File: src/rtl/pvad_pkg.sv
// shared types and constants for the peak voice activity detector
package pvad_pkg;

    localparam int unsigned SAMPLE_W  = 8;
    localparam int unsigned THR_W     = 7;
    localparam int unsigned HANG_W    = 16;
    localparam int unsigned CFG_IDX_W = 2;
    localparam int unsigned CFG_DAT_W = 16;

    // level products: |2*peak-255|*100 and threshold*255 both fit in 15 bits
    localparam int unsigned LEVEL_W   = 15;

    localparam logic [THR_W-1:0]     THR_RESET   = THR_W'(40);
    localparam logic [HANG_W-1:0]    HANG_RESET  = HANG_W'(2000);
    localparam logic [SAMPLE_W-1:0]  FULL_SCALE  = SAMPLE_W'(255);
    localparam logic [6:0]           PCT_SCALE   = 7'd100;

    typedef enum logic [0:0] {
        CMD_SAMPLE = 1'b0,
        CMD_TICK   = 1'b1
    } t_cmd;

    typedef enum logic [CFG_IDX_W-1:0] {
        CFG_THRESHOLD = 2'd0,
        CFG_HANG      = 2'd1
    } t_cfg_idx;

    typedef struct packed {
        t_cmd                cmd;
        logic [SAMPLE_W-1:0] sample;
        logic                frame_end;
    } t_in_item;

    typedef struct packed {
        logic [SAMPLE_W-1:0] frame_peak;
        logic                speech;
        logic                recording;
        logic                started;
        logic                stopped;
    } t_result;

endpackage

File: src/rtl/pvad_in_stage.sv
// input register stage: holds one accepted item until the core consumes it
module pvad_in_stage (
    input  logic               i_clk,
    input  logic               i_rst_n,
    input  logic               i_valid,
    input  pvad_pkg::t_in_item i_item,
    input  logic               i_advance,
    output logic               o_stall,
    output logic               o_valid,
    output pvad_pkg::t_in_item o_item
);

    logic               r_valid;
    pvad_pkg::t_in_item r_item;
    logic               accept;

    assign o_stall = r_valid && !i_advance;
    assign accept  = i_valid && !o_stall;

    always_ff @(posedge i_clk) begin
        if (!i_rst_n) begin
            r_valid <= 1'b0;
        end else if (accept) begin
            r_valid <= 1'b1;
        end else if (i_advance) begin
            r_valid <= 1'b0;
        end
    end

    // payload needs no reset
    always_ff @(posedge i_clk) begin
        if (accept) begin
            r_item <= i_item;
        end
    end

    assign o_valid = r_valid;
    assign o_item  = r_item;

endmodule

File: src/rtl/pvad_core.sv
// detector state, configuration registers and per-item decision logic
module pvad_core (
    input  logic                              i_clk,
    input  logic                              i_rst_n,
    input  logic                              i_cfg_valid,
    input  logic [pvad_pkg::CFG_IDX_W-1:0]    i_cfg_index,
    input  logic [pvad_pkg::CFG_DAT_W-1:0]    i_cfg_data,
    input  logic                              i_valid,
    input  pvad_pkg::t_in_item                i_item,
    input  logic                              i_out_free,
    output logic                              o_advance,
    output logic                              o_res_valid,
    output pvad_pkg::t_result                 o_result
);

    logic [pvad_pkg::THR_W-1:0]    r_threshold;
    logic [pvad_pkg::HANG_W-1:0]   r_hang_ticks;
    logic [pvad_pkg::SAMPLE_W-1:0] r_peak,      n_peak;
    logic                          r_speech,    n_speech;
    logic                          r_recording, n_recording;
    logic                          r_hang_run,  n_hang_run;
    logic [pvad_pkg::HANG_W-1:0]   r_hang_cnt,  n_hang_cnt;

    logic [pvad_pkg::SAMPLE_W-1:0] peak_new;
    logic [pvad_pkg::SAMPLE_W:0]   twice;
    logic [pvad_pkg::SAMPLE_W-1:0] dev;
    logic [pvad_pkg::LEVEL_W-1:0]  level;
    logic [pvad_pkg::LEVEL_W-1:0]  limit;
    logic                          now_speech;
    logic [pvad_pkg::HANG_W:0]     cnt_next;
    logic                          expired;
    logic                          produces;
    logic                          started;

    // config writes must arrive only while idle; the core itself does not enforce this
    always_ff @(posedge i_clk) begin
        if (!i_rst_n) begin
            r_threshold  <= pvad_pkg::THR_RESET;
            r_hang_ticks <= pvad_pkg::HANG_RESET;
        end else if (i_cfg_valid) begin
            case (pvad_pkg::t_cfg_idx'(i_cfg_index))
                pvad_pkg::CFG_THRESHOLD: r_threshold  <= i_cfg_data[pvad_pkg::THR_W-1:0];
                pvad_pkg::CFG_HANG:      r_hang_ticks <= i_cfg_data[pvad_pkg::HANG_W-1:0];
                default: ;
            endcase
        end
    end

    always_comb begin
        peak_new = (i_item.sample > r_peak) ? i_item.sample : r_peak;
        twice    = {peak_new, 1'b0};
        if (twice >= {1'b0, pvad_pkg::FULL_SCALE}) begin
            dev = pvad_pkg::SAMPLE_W'(twice - {1'b0, pvad_pkg::FULL_SCALE});
        end else begin
            dev = pvad_pkg::SAMPLE_W'({1'b0, pvad_pkg::FULL_SCALE} - twice);
        end
        level      = pvad_pkg::LEVEL_W'(dev * pvad_pkg::PCT_SCALE);
        limit      = pvad_pkg::LEVEL_W'(r_threshold * pvad_pkg::FULL_SCALE);
        now_speech = (level >= limit);

        cnt_next = {1'b0, r_hang_cnt} + 1'b1;
        expired  = r_hang_run && (cnt_next >= {1'b0, r_hang_ticks});

        if (i_item.cmd == pvad_pkg::CMD_TICK) begin
            produces = expired;
        end else begin
            produces = i_item.frame_end;
        end
        o_advance   = i_valid && (!produces || i_out_free);
        o_res_valid = produces;

        n_peak      = r_peak;
        n_speech    = r_speech;
        n_recording = r_recording;
        n_hang_run  = r_hang_run;
        n_hang_cnt  = r_hang_cnt;
        started     = 1'b0;

        if (i_item.cmd == pvad_pkg::CMD_TICK) begin
            if (r_hang_run) begin
                if (expired) begin
                    n_hang_run  = 1'b0;
                    n_hang_cnt  = '0;
                    n_recording = 1'b0;
                end else begin
                    n_hang_cnt = cnt_next[pvad_pkg::HANG_W-1:0];
                end
            end
        end else if (!i_item.frame_end) begin
            n_peak = peak_new;
        end else begin
            // speech to silence restarts the hangover
            if (!now_speech && r_speech) begin
                n_hang_run = 1'b1;
                n_hang_cnt = '0;
            end
            // silence to speech cancels it and may start recording
            if (now_speech && !r_speech) begin
                n_hang_run = 1'b0;
                n_hang_cnt = '0;
                if (!r_recording) begin
                    n_recording = 1'b1;
                    started     = 1'b1;
                end
            end
            n_speech = now_speech;
            n_peak   = '0;
        end

        if (i_item.cmd == pvad_pkg::CMD_TICK) begin
            o_result.frame_peak = '0;
            o_result.speech     = r_speech;
            o_result.recording  = 1'b0;
            o_result.started    = 1'b0;
            o_result.stopped    = 1'b1;
        end else begin
            o_result.frame_peak = peak_new;
            o_result.speech     = n_speech;
            o_result.recording  = n_recording;
            o_result.started    = started;
            o_result.stopped    = 1'b0;
        end
    end

    always_ff @(posedge i_clk) begin
        if (!i_rst_n) begin
            r_peak      <= '0;
            r_speech    <= 1'b0;
            r_recording <= 1'b0;
            r_hang_run  <= 1'b0;
            r_hang_cnt  <= '0;
        end else if (o_advance) begin
            r_peak      <= n_peak;
            r_speech    <= n_speech;
            r_recording <= n_recording;
            r_hang_run  <= n_hang_run;
            r_hang_cnt  <= n_hang_cnt;
        end
    end

    // the hangover only runs through silence
    a_hang_in_silence: assert property (@(posedge i_clk) disable iff (!i_rst_n)
        r_hang_run |-> !r_speech)
        else $error("hangover running during speech");

endmodule

File: src/rtl/pvad_out_reg.sv
// result register feeding the output channel
module pvad_out_reg (
    input  logic              i_clk,
    input  logic              i_rst_n,
    input  logic              i_load,
    input  pvad_pkg::t_result i_result,
    input  logic              i_stall,
    output logic              o_free,
    output logic              o_valid,
    output pvad_pkg::t_result o_result
);

    logic              r_valid;
    pvad_pkg::t_result r_result;

    assign o_free = !r_valid || !i_stall;

    always_ff @(posedge i_clk) begin
        if (!i_rst_n) begin
            r_valid <= 1'b0;
        end else if (i_load) begin
            r_valid <= 1'b1;
        end else if (!i_stall) begin
            r_valid <= 1'b0;
        end
    end

    always_ff @(posedge i_clk) begin
        if (i_load) begin
            r_result <= i_result;
        end
    end

    assign o_valid  = r_valid;
    assign o_result = r_result;

endmodule

File: src/rtl/peak_voice_activity_detector.sv
// top level of the peak voice activity detector with hangover timer
//
//  channel   direction  handshake                 payload
//  input     in         i_valid / o_stall         i_cmd, i_sample, i_frame_end
//  result    out        o_valid / i_stall         o_frame_peak, o_speech, o_recording,
//                                                 o_started, o_stopped
//  config    in         i_cfg_valid / o_cfg_ready i_cfg_index, i_cfg_data
//
// one item per cycle sustained while no result waits on a stalled result register; an item
// is taken into the input register, then passes the decision logic into the result register
// items that give no result (plain samples, idle or counting ticks) retire without
// waiting on the result side; items with a result wait only for the result register
// reset is synchronous, active low, and restores the default threshold and hangover
// config writes are always ready and take effect on the next cycle
module peak_voice_activity_detector (
    input  logic                               i_clk,
    input  logic                               i_rst_n,
    // input channel
    input  logic                               i_valid,
    output logic                               o_stall,
    input  logic                               i_cmd,
    input  logic [pvad_pkg::SAMPLE_W-1:0]      i_sample,
    input  logic                               i_frame_end,
    // result channel
    output logic                               o_valid,
    input  logic                               i_stall,
    output logic [pvad_pkg::SAMPLE_W-1:0]      o_frame_peak,
    output logic                               o_speech,
    output logic                               o_recording,
    output logic                               o_started,
    output logic                               o_stopped,
    // configuration write channel
    input  logic                               i_cfg_valid,
    output logic                               o_cfg_ready,
    input  logic [pvad_pkg::CFG_IDX_W-1:0]     i_cfg_index,
    input  logic [pvad_pkg::CFG_DAT_W-1:0]     i_cfg_data
);

    pvad_pkg::t_in_item in_item;
    pvad_pkg::t_in_item stage_item;
    pvad_pkg::t_result  core_result;
    pvad_pkg::t_result  out_result;
    logic               stage_valid;
    logic               advance;
    logic               res_valid;
    logic               out_free;

    // pack the item fields
    assign in_item.cmd       = pvad_pkg::t_cmd'(i_cmd);
    assign in_item.sample    = i_sample;
    assign in_item.frame_end = i_frame_end;

    // config is always taken
    assign o_cfg_ready = 1'b1;

    pvad_in_stage u_in_stage (
        .i_clk     (i_clk),
        .i_rst_n   (i_rst_n),
        .i_valid   (i_valid),
        .i_item    (in_item),
        .i_advance (advance),
        .o_stall   (o_stall),
        .o_valid   (stage_valid),
        .o_item    (stage_item)
    );

    // decision logic and detector state
    pvad_core u_core (
        .i_clk       (i_clk),
        .i_rst_n     (i_rst_n),
        .i_cfg_valid (i_cfg_valid && o_cfg_ready),
        .i_cfg_index (i_cfg_index),
        .i_cfg_data  (i_cfg_data),
        .i_valid     (stage_valid),
        .i_item      (stage_item),
        .i_out_free  (out_free),
        .o_advance   (advance),
        .o_res_valid (res_valid),
        .o_result    (core_result)
    );

    // result register, loaded only by items that give a result
    pvad_out_reg u_out_reg (
        .i_clk    (i_clk),
        .i_rst_n  (i_rst_n),
        .i_load   (advance && res_valid),
        .i_result (core_result),
        .i_stall  (i_stall),
        .o_free   (out_free),
        .o_valid  (o_valid),
        .o_result (out_result)
    );

    assign o_frame_peak = out_result.frame_peak;
    assign o_speech     = out_result.speech;
    assign o_recording  = out_result.recording;
    assign o_started    = out_result.started;
    assign o_stopped    = out_result.stopped;

    // a start is always a speech frame that turns recording on
    a_start_in_speech: assert property (@(posedge i_clk) disable iff (!i_rst_n)
        (o_valid && o_started) |-> (o_speech && o_recording && !o_stopped))
        else $error("start result without speech and recording");

    // a timeout result ends recording and carries no peak
    a_stop_clears: assert property (@(posedge i_clk) disable iff (!i_rst_n)
        (o_valid && o_stopped) |-> (!o_recording && o_frame_peak == '0))
        else $error("timeout result with recording or peak");

    // the stage stalls only while holding an item
    a_stall_needs_item: assert property (@(posedge i_clk) disable iff (!i_rst_n)
        o_stall |-> stage_valid)
        else $error("stall with empty input register");

    // a held result is never overwritten: a held result blocks a new result item
    a_no_overwrite: assert property (@(posedge i_clk) disable iff (!i_rst_n)
        (o_valid && i_stall) |-> !(advance && res_valid))
        else $error("result register overwritten while stalled");

endmodule
File: config.mk
export PLATFORM = sky130hd
export DESIGN_NAME = peak_voice_activity_detector
export DESIGN_NICKNAME = d
export VERILOG_FILES = /design/src/rtl/pvad_pkg.sv /design/src/rtl/pvad_in_stage.sv /design/src/rtl/pvad_core.sv /design/src/rtl/pvad_out_reg.sv /design/src/rtl/peak_voice_activity_detector.sv
export SDC_FILE = /design/constraint.sdc
export NUM_CORES = 1
export LEC_CHECK = 0
export ABC_AREA = 0
export BUFFER_PORTS_ARGS = -buffer_cell sky130_fd_sc_hd__buf_2
export CAP_MARGIN = 40
export CELL_PAD_IN_SITES_DETAIL_PLACEMENT = 2
export CELL_PAD_IN_SITES_GLOBAL_PLACEMENT = 2
export CORE_AREA = 2 2 139 141
export CTS_BUF_LIST = sky130_fd_sc_hd__clkbuf_8
export CTS_CLUSTER_SIZE = 40
export DETAILED_ROUTE_END_ITERATION = 10
export DIE_AREA = 0 0 141 143
export PLACE_DENSITY_LB_ADDON = 0.3
export SLEW_MARGIN = 40
export SYNTH_ARGS = -nofsm -noshare
export SYNTH_HDL_FRONTEND = slang
export SYNTH_SLANG_ARGS = --single-unit
export TNS_END_PERCENT = 20
File: constraint.sdc
create_clock -name i_clk -period 16 [get_ports i_clk]
set_clock_uncertainty 0.15 [all_clocks]
set_input_delay 2.4 -clock i_clk [delete_from_list [all_inputs] [get_ports i_clk]]
set_output_delay 2.4 -clock i_clk [all_outputs]
set_load 0.01 [all_outputs]
---- Word level (Yosys, flattened, before mapping) ----
Index checks and enable logic that the tools add are counted.
cells by class
  $lt $le $gt $ge ......................... 4
  reductions and logical operators ........ 26
  eq/ne operators ......................... 3
  mux-type cells .......................... 31
  bitwise logic cells ..................... 3
  multipliers ............................. 2
  add/subtract/negate cells ............... 3
operators by type and width
  cell                   number
  $mux 16                6
  $mux 8                 3
  $mux 1                 21
  $add 16x1->17 const B  1
  $ge 17x16->1           1
  $ge 15x15->1           1
  $mul 7x8->15 const B   1
  $mul 8x5->13 const B   1
  $ge 9x8->1 const B     1
  $gt 8x8->1             1
  $sub 8x8->8 const A    1
  $sub 8x8->8 const B    1
  $logic_and 1x1->1      7
  $logic_not 1->1        7
  $reduce_and 2->1       3
  $mux 4                 1
  $ne 2x1->1 const B     2
  $reduce_and 4->1       1
  $reduce_bool 2->1      2
  $not 1->1              3
  $reduce_and 3->1       1
  $reduce_bool 3->1      1
  $reduce_or 3->1        1
  $eq 2x1->1 const B     1
  2 further kinds        3
storage, ports and cells
  word-level logic and storage cells ...... 89
  input bits .............................. 33
  output and inout bits ................... 15
  bits in registers ....................... 74

---- Longest topological paths before layout ----
Gate-level depths: netlist (run 1).
  depth after elaboration ................. 12
  gate-level depth with buffers ........... 34
  mapped depth without buffers ............ 29

---- By module ----
A second synthesis (run 1) with hierarchy kept.
second synthesis, totals
  cells, all modules ...................... 685
  area total of the unflattened synthesis .. 6,098.3 µm²
modules (own cells, without submodules)
  module                        area each (µm²)  times used  sequential area each (µm²)  cells an instance
  pvad_core                     5,337.6          1           1,001.0                     652
  pvad_out_reg                  395.4            1           380.4                       16
  pvad_in_stage                 347.8            1           320.3                       14
  peak_voice_activity_detector  17.5             1           0.0                         3

---- Worst setup path before layout (run 1) ----
Ideal clock, no wire load.
  path kind ............................... reg-to-reg
  start point ............................. reg u_core.r_peak[3] (netlist name)
  end point ............................... reg u_core.r_hang_cnt[0] (netlist name)
  data required time ...................... 15.780 ns
  clock period less this slack ............ 6.502 ns
  stages on the path, launching flop included .. 32
  path buffers ............................ 3
  setup time .............................. 0.070 ns
  setup slack ............................. 9.498 ns
  arrival time ............................ 6.282 ns
  cells stage by stage .................... dfxtp_1 -> clkbuf_1 -> inv_1 -> ha_1 -> a21oi_1 -> o221ai_1 -> a21o_1 -> a21oi_1 -> buf_2 -> mux2i_1 -> xor2_1 -> ha_1 -> fa_1 -> ha_1 -> a21oi_1 -> nor2_1 -> nor2_1 -> nor2b_1 -> o21ai_0 -> a21oi_1 -> xnor2_1 -> xnor2_1 -> ha_1 -> nand4_1 -> nor2_1 -> o211ai_1 -> o21a_1 -> mux2i_1 -> o21ai_2 -> buf_6 -> or4_1 -> a21oi_1
between the ends
  longest elaborated chain between the ends .. 10
  elaborated cells on any way between the ends .. 16
  those cells by class .................... add/sub: 2; mul: 1; order compare: 3; mux: 5; reduce/logical: 5
ends and longest elaborated chain
  what                                                           RTL line                          text
  start, declared                                                pvad_core.sv:18                   logic [pvad_pkg::SAMPLE_W-1:0] r_peak, n_peak;
  start signal, assigned                                         pvad_core.sv:133                  r_peak <= n_peak;
  $gt 8x8->1                                                     pvad_core.sv:50                   peak_new = (i_item.sample > r_peak) ? i_item.sample : r_peak;
  $mux 8 *                                                       pvad_core.sv:50
  $sub 8x8->8 (tied with other cells)                            pvad_core.sv:55                   dev = pvad_pkg::SAMPLE_W'({1'b0, pvad_pkg::FULL_SCALE} - twice);
  $mux 8 *                                                       pvad_core.sv:52                   if (twice >= {1'b0, pvad_pkg::FULL_SCALE}) begin
  $mul 8x5->13 *                                                 pvad_core.sv:57                   level = pvad_pkg::LEVEL_W'(dev * pvad_pkg::PCT_SCALE);
  $ge 15x15->1 *                                                 pvad_core.sv:59                   now_speech = (level >= limit);
  $logic_not 1->1 or $logic_and 1x1->1 (tied branches)           pvad_core.sv:93, pvad_core.sv:98
  $logic_and 1x1->1 or $mux 16 (tied branches)                   pvad_core.sv:93, pvad_core.sv:98
  $reduce_bool 3->1 (no source line) or $mux 16 (tied branches)  n/a
  $reduce_and 4->1 (no source line) or $mux 16 (tied branches)   n/a
  end signal, assigned                                           pvad_core.sv:137                  r_hang_cnt <= n_hang_cnt;
  end, declared                                                  pvad_core.sv:22                   logic [pvad_pkg::HANG_W-1:0] r_hang_cnt, n_hang_cnt;
Mark *: on every way between the ends. The rest lies on a longest branch, timed or not. The select of a mux whose other input is x is not followed.
A chain may end at the register's enable or synchronous reset.

---- Final worst setup path (run 1) ----
  start point ............................. reg u_core.r_peak[7] (netlist name)
  end point ............................... reg u_core.r_hang_cnt[2] (netlist name)
Same word-level chain as after synthesis.

==> qor.yml, run 1 <==
gp_congestion: 0.820
ys_seq_area_frac: 0.265
setup_viol_count_final: 0
port_buffers: 46
grtUsageMet3: 0.0345
h-tree-depth: 3
leakagePower_uw: 0.00319
cp-start-kind: "register"
area_growth_pct: 9.69
r2r-start: "u_core.r_peak[7]$_SDFFE_PN0P_"
pre_cts_slack_ns: 8.23
worstSkewPairLatency_ns: 0.38
cts.repair.resized: 0
yosys.area.top_type: "ha_1"
drive_gt1_frac: 0.105
max_slew_margin: 0.474
cts_hold_buf: 0
fin_setup_tns_ns: 0
synth_edf_count: 22
powerDensity_nw_per_um2: 105
max_freq_mhz: 130
finalHoldViolCount: 0
synth_area_leaders: "ha_1 (17%), dfxtp_1 (16%), edfxtp_1 (10%)"
syn_nets: 895
die_y_um: 143
drtAntennaViolNets: 0
synth_flop_cell: "dfxtp_1"
cp_max_fo: 42
die_w_um: 141
layout_commonest_cell: "ha_1"
clock-sinks: 74
crit_arrival_ns: 7.86
start_util: 0.345
avgRoutedWirePerCell_um: 18.5
hold_end: "u_core.r_hang_ticks[1]$_SDFFE_PN0P_"
grt.total_usage: 0.197
period_minus_slack_ns: 7.70
std_cell_rows: 50
worstHoldStart: "u_core.r_hang_ticks[1]$_SDFFE_PN0P_"
reg2reg_depth: 28
layout_common_cells: "ha_1 (89), inv_1 (74), nand2_1 (64)"
r2r_slack_ns: 8.30
peakVddDrop_uv: 39.7
worstSetupEndpointType: "register"
num_antenna_cells: 0
cts_buffers: 9
drv_cap: 0
viasPerCell: 5.34
clk_pin_slew_ns: 0.09
coreArea_um2: 18600
synth-seq-cells: 74
report.final.slew_viol_count: 0
worstMarginPinSlew_ns: 0.787
worst_path_max_delay_cell: "dfxtp_1"
setup_ws_ns: 8.30
async_reset_ff_frac: 0
synth.distinct_cells: 55
root_buffer: "clkbuf_8"
status: "finished clean"
synth.avg_cell_area_um2: 8.55
holdPathStages: 2
path_buf_inv: 2
postCtsSetupBuffers: 0
dieArea_um2: 20200
dp_hpwl_mm: 14.7
cts_tree: "built"
synth_top_area_frac: 0.174
vias: 5408
syn-cell-area_um2: 6420
drt_iter0_drc: 175
met1_usage: 0.244
grt.busiest_layer: "met2"
routed_wl_mm: 18.8
cts_buffer_depth: 2
grt_max_degree: 43
cpPeakStageDelay_ns: 0.69
drc: 0
rsz0062_at_grt: "no"
nets: 918
antenna_found_initial: 0
drt_pre_antenna_iters: 6
worstReg2RegEnd: "u_core.r_hang_cnt[2]$_SDFFE_PN0P_"
grt_pass1_vias: 6022
holdCritPathClass: "reg -> reg"
critPathRequiredTime_ns: 16.16
syn_inst: 751
path_delay_family: "compound AO/OA/AOI/OAI gates"
met2_usage: 0.363
ys_warn_count: 0
grt_first_pass_wirelength_mm: 31.6
grt-ovfl-total: 0
ios: 48
path_class: "reg -> reg"
fin_crit_sh: 0.481
-- registers in the layout, indices dropped and copies added (netlist names) --
| register | cells |
|---|---|
| u_out_reg.o_result | 12 |
| u_core.r_hang_ticks | 16 |
| u_core.r_hang_cnt | 16 |
| u_core.r_peak | 8 |
| u_core.r_hang_run | 1 |
| u_in_stage.o_item | 10 |
| u_in_stage.o_valid | 1 |
| u_core.r_speech | 1 |
| u_core.r_threshold | 7 |
| u_core.r_recording | 1 |
| u_out_reg.o_valid | 1 |
-- area by class of cell --
type                       instances  area [µm²]
fill                            2071       11500
tap                              234         293
clock buffer                       9         124
clock inverter                     7         103
sequential                        74        1700
multi-input combinational        566        4290
inverter                          75         282
timing repair buffer              48         245
-- where the power goes --
| group | leakage (µW) | switching (µW) | internal [µW] | total, µW |
|---|---|---|---|---|
| Sequential | 0.000637 | 10.7 | 201 | 212 |
| Clock | 0.000110 | 84.0 | 89.1 | 173 |
| Combinational | 0.00245 | 201 | 150 | 352 |
| Total | 0.00319 | 296 | 441 | 737 |
-- tightest hold or removal path, cell delays in order (launching register included) --
cell     delay [ns]
dfxtp_1        0.32
nand2_1        0.05
a21oi_1        0.05
-- kinds of logic after synthesis --
family                     Yosys count  share of synthesized area
and+or+nand+nor                    236                      0.182
AOI/OAI and AO/OA                  146                      0.139
adders and majority gates          111                      0.242
buffers and inverters              111                     0.0692
DFF                                 74                      0.265
xor gates and xnor gates            54                     0.0737
muxes                               18                     0.0283
other                                1                   0.000584
-- how the worst max path moves through the flow --
stage | from | end | slack [ns] | cells after the start
after floorplan | u_core.r_peak[3]$_SDFFE_PN0P_ | u_core.r_hang_cnt[0]$_SDFFE_PN0P_ | 9.50 | 31
after global placement | u_core.r_peak[7]$_SDFFE_PN0P_ | u_core.r_hang_cnt[2]$_SDFFE_PN0P_ | 8.48 | 29
after detailed placement | u_core.r_peak[7]$_SDFFE_PN0P_ | u_core.r_hang_cnt[2]$_SDFFE_PN0P_ | 8.23 | 28
after CTS | u_core.r_peak[7]$_SDFFE_PN0P_ | u_core.r_hang_cnt[2]$_SDFFE_PN0P_ | 8.18 | 28
after global routing | u_core.r_peak[7]$_SDFFE_PN0P_ | u_core.r_hang_cnt[2]$_SDFFE_PN0P_ | 7.47 | 28
final | u_core.r_peak[7]$_SDFFE_PN0P_ | u_core.r_hang_cnt[2]$_SDFFE_PN0P_ | 8.30 | 28
-- per-layer routing --
metal | wire [µm] | part of all wire
met5 | 0 | 0
met4 | 140 | 0.0075
met3 | 567 | 0.030
met2 | 9610 | 0.51
met1 | 8440 | 0.45
-- synth_stat cells (all sizes together) (2+ instances only) --
| master | n |
|---|---|
| buf | 10 |
| nor2b | 6 |
| nor4 | 4 |
| or3 | 4 |
| a31oi | 9 |
| fa | 22 |
| xor2 | 27 |
| o21a | 5 |
| clkbuf | 26 |
| a211oi | 7 |
| a211o | 2 |
| and3 | 8 |
| ha | 89 |
| or2 | 7 |
| nor3 | 20 |
| o21ai | 34 |
| a22o | 6 |
| a21oi | 56 |
| o211ai | 13 |
| nand4 | 11 |
| mux2i | 17 |
| a21o | 7 |
| o21bai | 2 |
| inv | 75 |
| edfxtp | 22 |
| nor2 | 49 |
| nand2b | 16 |
| nand2 | 64 |
| nand3 | 30 |
| and2 | 10 |
| or4 | 2 |
| dfxtp | 52 |
| xnor2 | 27 |
-- through the flow --
step	cells	hold slack [ns]	total power [µW]	instance area (µm²)	util
after floorplan	751	0.286	481	6420	-
after global placement	997	0.295	554	6800	0.366
after detailed placement	997	0.304	575	6810	0.367
after CTS	1013	0.316	754	7040	0.379
after global routing	1013	0.344	809	7040	0.379
final	1013	0.314	737	7040	0.379
(Power assumes the default switching activity.)
==> run 2: changes to the inputs <==
ABC_AREA = 1   (was 0)
CORE_AREA = 2 2 136 138   (was 2 2 139 141)
DIE_AREA = 0 0 138 140   (was 0 0 141 143)
clock period = 8.05 ns   (was 16 ns; I/O delays follow)
==> run 2 against run 1 <==
Against the previous run: area after synthesis fell by 4.4%; combinational power grew to 3.3 times the previous value; first-iteration DRC count shrank 42%; largest power group unchanged.
==> qor.yml, run 2 <==
h-tree-depth: 3  # unchanged
status: "finished clean"  # unchanged
die_y_um: 140  # was 143 µm
report.final.slew_viol_count: 0  # unchanged
r2r_slack_ns: 1.15  # was 8.30 ns
layout_commonest_cell: "nand2_1"  # was ha_1
finalHoldViolCount: 0  # unchanged
postLayoutCellArea_um2: 6760  # was 7040 µm²
grt_max_degree: 40  # was 43
synth.distinct_cells: 41  # was 55
avgRoutedWirePerCell_um: 16.2  # was 18.5 µm
yosys.area.top_type: "ha_1"  # unchanged
worstSkewPairLatency_ns: 0.37  # was 0.38 ns
max_slew_margin: 0.494  # was 0.474
ios: 48  # unchanged
worstSetupEndpointType: "register"  # unchanged
synth_top_area_frac: 0.181  # was 0.174
setup_viol_count_final: 0  # unchanged
grt_pass1_vias: 6072  # was 6022
grt-ovfl-total: 0  # unchanged
viasPerCell: 4.92  # was 5.34
peakVddDrop_uv: 116  # was 39.7 µV
fin_setup_tns_ns: 0  # unchanged
cts_buffers: 9  # unchanged
syn_nets: 929  # was 895
async_reset_ff_frac: 0  # unchanged
cp-start-kind: "register"  # unchanged
multi_input_area_um2: 3810  # was 4290 µm²
drc: 0  # unchanged
cts_tree: "built"  # unchanged
post-synth-top-count-cell: "nand2_1"  # was ha_1
clock-sinks: 74  # unchanged
path_buf_inv: 2  # unchanged
dieArea_um2: 19300  # was 20200 µm²
rsz0062_at_grt: "no"  # unchanged
num_antenna_cells: 0  # unchanged
crit_arrival_ns: 7.06  # was 7.86 ns
drtAntennaViolNets: 0  # unchanged
seqCellArea_um2: 1700  # unchanged
ys_seq_area_frac: 0.277  # was 0.265
cts_hold_buf: 0  # unchanged
coreArea_um2: 17800  # was 18600 µm²
drt_iter0_drc: 102  # was 175
syn-cell-area_um2: 6140  # was 6420 µm²
cp_max_fo: 32  # was 42
drv_cap: 0  # unchanged
die_w_um: 138  # was 141 µm
powerDensity_nw_per_um2: 276  # was 105 nW/µm²
drive_gt1_frac: 0.103  # was 0.105
antenna_found_initial: 0  # unchanged
start_util: 0.345  # about the same
vias: 5225  # was 5408
path_delay_family: "simple AND/OR/NAND/NOR gates"  # was compound AO/OA/AOI/OAI gates
fin_crit_sh: 0.857  # was 0.481
std_cell_rows: 49  # was 50
cpPeakStageDelay_ns: 0.48  # was 0.69 ns
syn_inst: 785  # was 751
root_buffer: "clkbuf_8"  # unchanged
synth.avg_cell_area_um2: 7.82  # was 8.55 µm²
layout_common_cells: "nand2_1 (148), inv_1 (139), ha_1 (89)"  # was ha_1 (89), inv_1 (74), nand2_1 (64)
synth_area_leaders: "ha_1 (18%), dfxtp_1 (17%), edfxtp_1 (11%)"  # was ha_1 (17%), dfxtp_1 (16%), edfxtp_1 (10%)
synth_edf_count: 22  # unchanged
clk_pin_slew_ns: 0.08  # was 0.09 ns
holdCritPathClass: "reg -> reg"  # unchanged
ys_warn_count: 0  # unchanged
nets: 973  # was 918
drt_pre_antenna_iters: 4  # was 6
fillerInstances: 2100  # was 2071
area_growth_pct: 10.2  # was 9.69%
cpMostUsedCell: "nand2_1"
cts_buffer_depth: 2  # unchanged
period_minus_slack_ns: 6.90  # was 7.70 ns
synth-seq-cells: 74  # unchanged
leakagePower_uw: 0.00339  # was 0.00319 µW
port_buffers: 46  # unchanged
synth_flop_cell: "dfxtp_1"  # unchanged
ys_top_cells_by_count: "nand2_1 (148), inv_1 (137), ha_1 (89), a21oi_1 (77), nor2_1 (70)"  # was ha_1 (89), inv_1 (74), nand2_1 (64), a21oi_1 (56), dfxtp_1 (52)
whs_ns: 0.328  # was 0.314 ns
worstMarginPinSlew_ns: 0.759  # was 0.787 ns
critPathRequiredTime_ns: 8.21  # was 16.16 ns
worst_path_max_delay_cell: "fa_1"  # was dfxtp_1
grt.total_usage: 0.189  # was 0.197
grt_first_pass_wirelength_mm: 29.8  # was 31.6 mm
path_class: "reg -> reg"  # unchanged
max_freq_mhz: 145  # was 130 MHz
place_area_um2: 6580  # was 6810 µm²
dp_hpwl_mm: 14.4  # was 14.7 mm
postCtsSetupBuffers: 0  # unchanged
routed_wl_mm: 17.2  # was 18.8 mm
cts.repair.resized: 0  # unchanged
gp_congestion: 0.806  # was 0.820
-- run 2: cell count changes in the layout (fill, tap and decap cells not counted), sizes merged, moves of 15 or more --
cell	delta
nand2	+90
a21oi	+25
mux2i	-17
nand2b	-16
nor3	-15
xnor2	-18
inv	+70
nor2	+25
-- run 2: final timing paths --
check                                startpoint                                 to  cells past startpoint
setup / recovery  u_core.r_peak[7]$_SDFFE_PN0P_  u_core.r_hang_cnt[1]$_SDFFE_PN0P_                     34
hold / removal    u_core.r_peak[1]$_SDFFE_PN0P_      u_core.r_peak[1]$_SDFFE_PN0P_                      2
setup reg to reg  u_core.r_peak[7]$_SDFFE_PN0P_  u_core.r_hang_cnt[1]$_SDFFE_PN0P_                     34
hold reg to reg   u_core.r_peak[1]$_SDFFE_PN0P_      u_core.r_peak[1]$_SDFFE_PN0P_                      2
-- run 2: power by group --
part	internal, µW	total [µW]	switching [µW]
logic	440	1150	707
clock network	140	291	151
registers	410	430	19.5
total	990	1870	877
-- run 2: kinds of logic after synthesis --
| group | share of synthesized area |
|---|---|
| AO/OA/AOI/OAI | 0.125 |
| XOR/XNOR | 0.0614 |
| adder cells (fa/ha/maj) | 0.253 |
| buffers and inverters | 0.101 |
| flip-flops | 0.277 |
| other | 0.000611 |
| AND/OR/NAND/NOR | 0.182 |
-- run 2: area by class of cell --
class	instances	share of cell area
clock buffer	9	0.0183
clock inverter	7	0.00907
inverter	143	0.0794
multi-input combinational	554	0.564
sequential	74	0.252
tap	229	0.0424
timing repair buffer	47	0.0352
-- run 2: through the flow --
stage          setup slack (ns)  std cells  power, µW   util
2_1_floorplan              2.39        785       1290      -
3_3_place_gp               1.41       1047       1530  0.370
3_5_place_dp               1.12       1047       1600  0.370
4_1_cts                    1.05       1063       1900  0.380
5_1_grt                   0.298       1063       2100  0.380
6_report                   1.15       1063       1870  0.380
-- run 2: worst reg2reg max path, delay by kind of cell, from the launching register on --
kind	cells	cell delay [ns]
and+or+nand+nor	22	3.22
adders and majority gates	5	1.80
AOI/OAI and AO/OA	3	0.58
xor gates and xnor gates	2	0.56
DFF	1	0.37
buffers and inverters	2	0.13
-- run 2: routing by layer --
metal / track usage / part of all wire / up-vias
met5: 0 / 0 / -
met4: 0.0532 / 0.016 / 0
met3: 0.0250 / 0.018 / 21
met2: 0.338 / 0.50 / 51
met1: 0.240 / 0.47 / 2549
li1: - / - / 2604
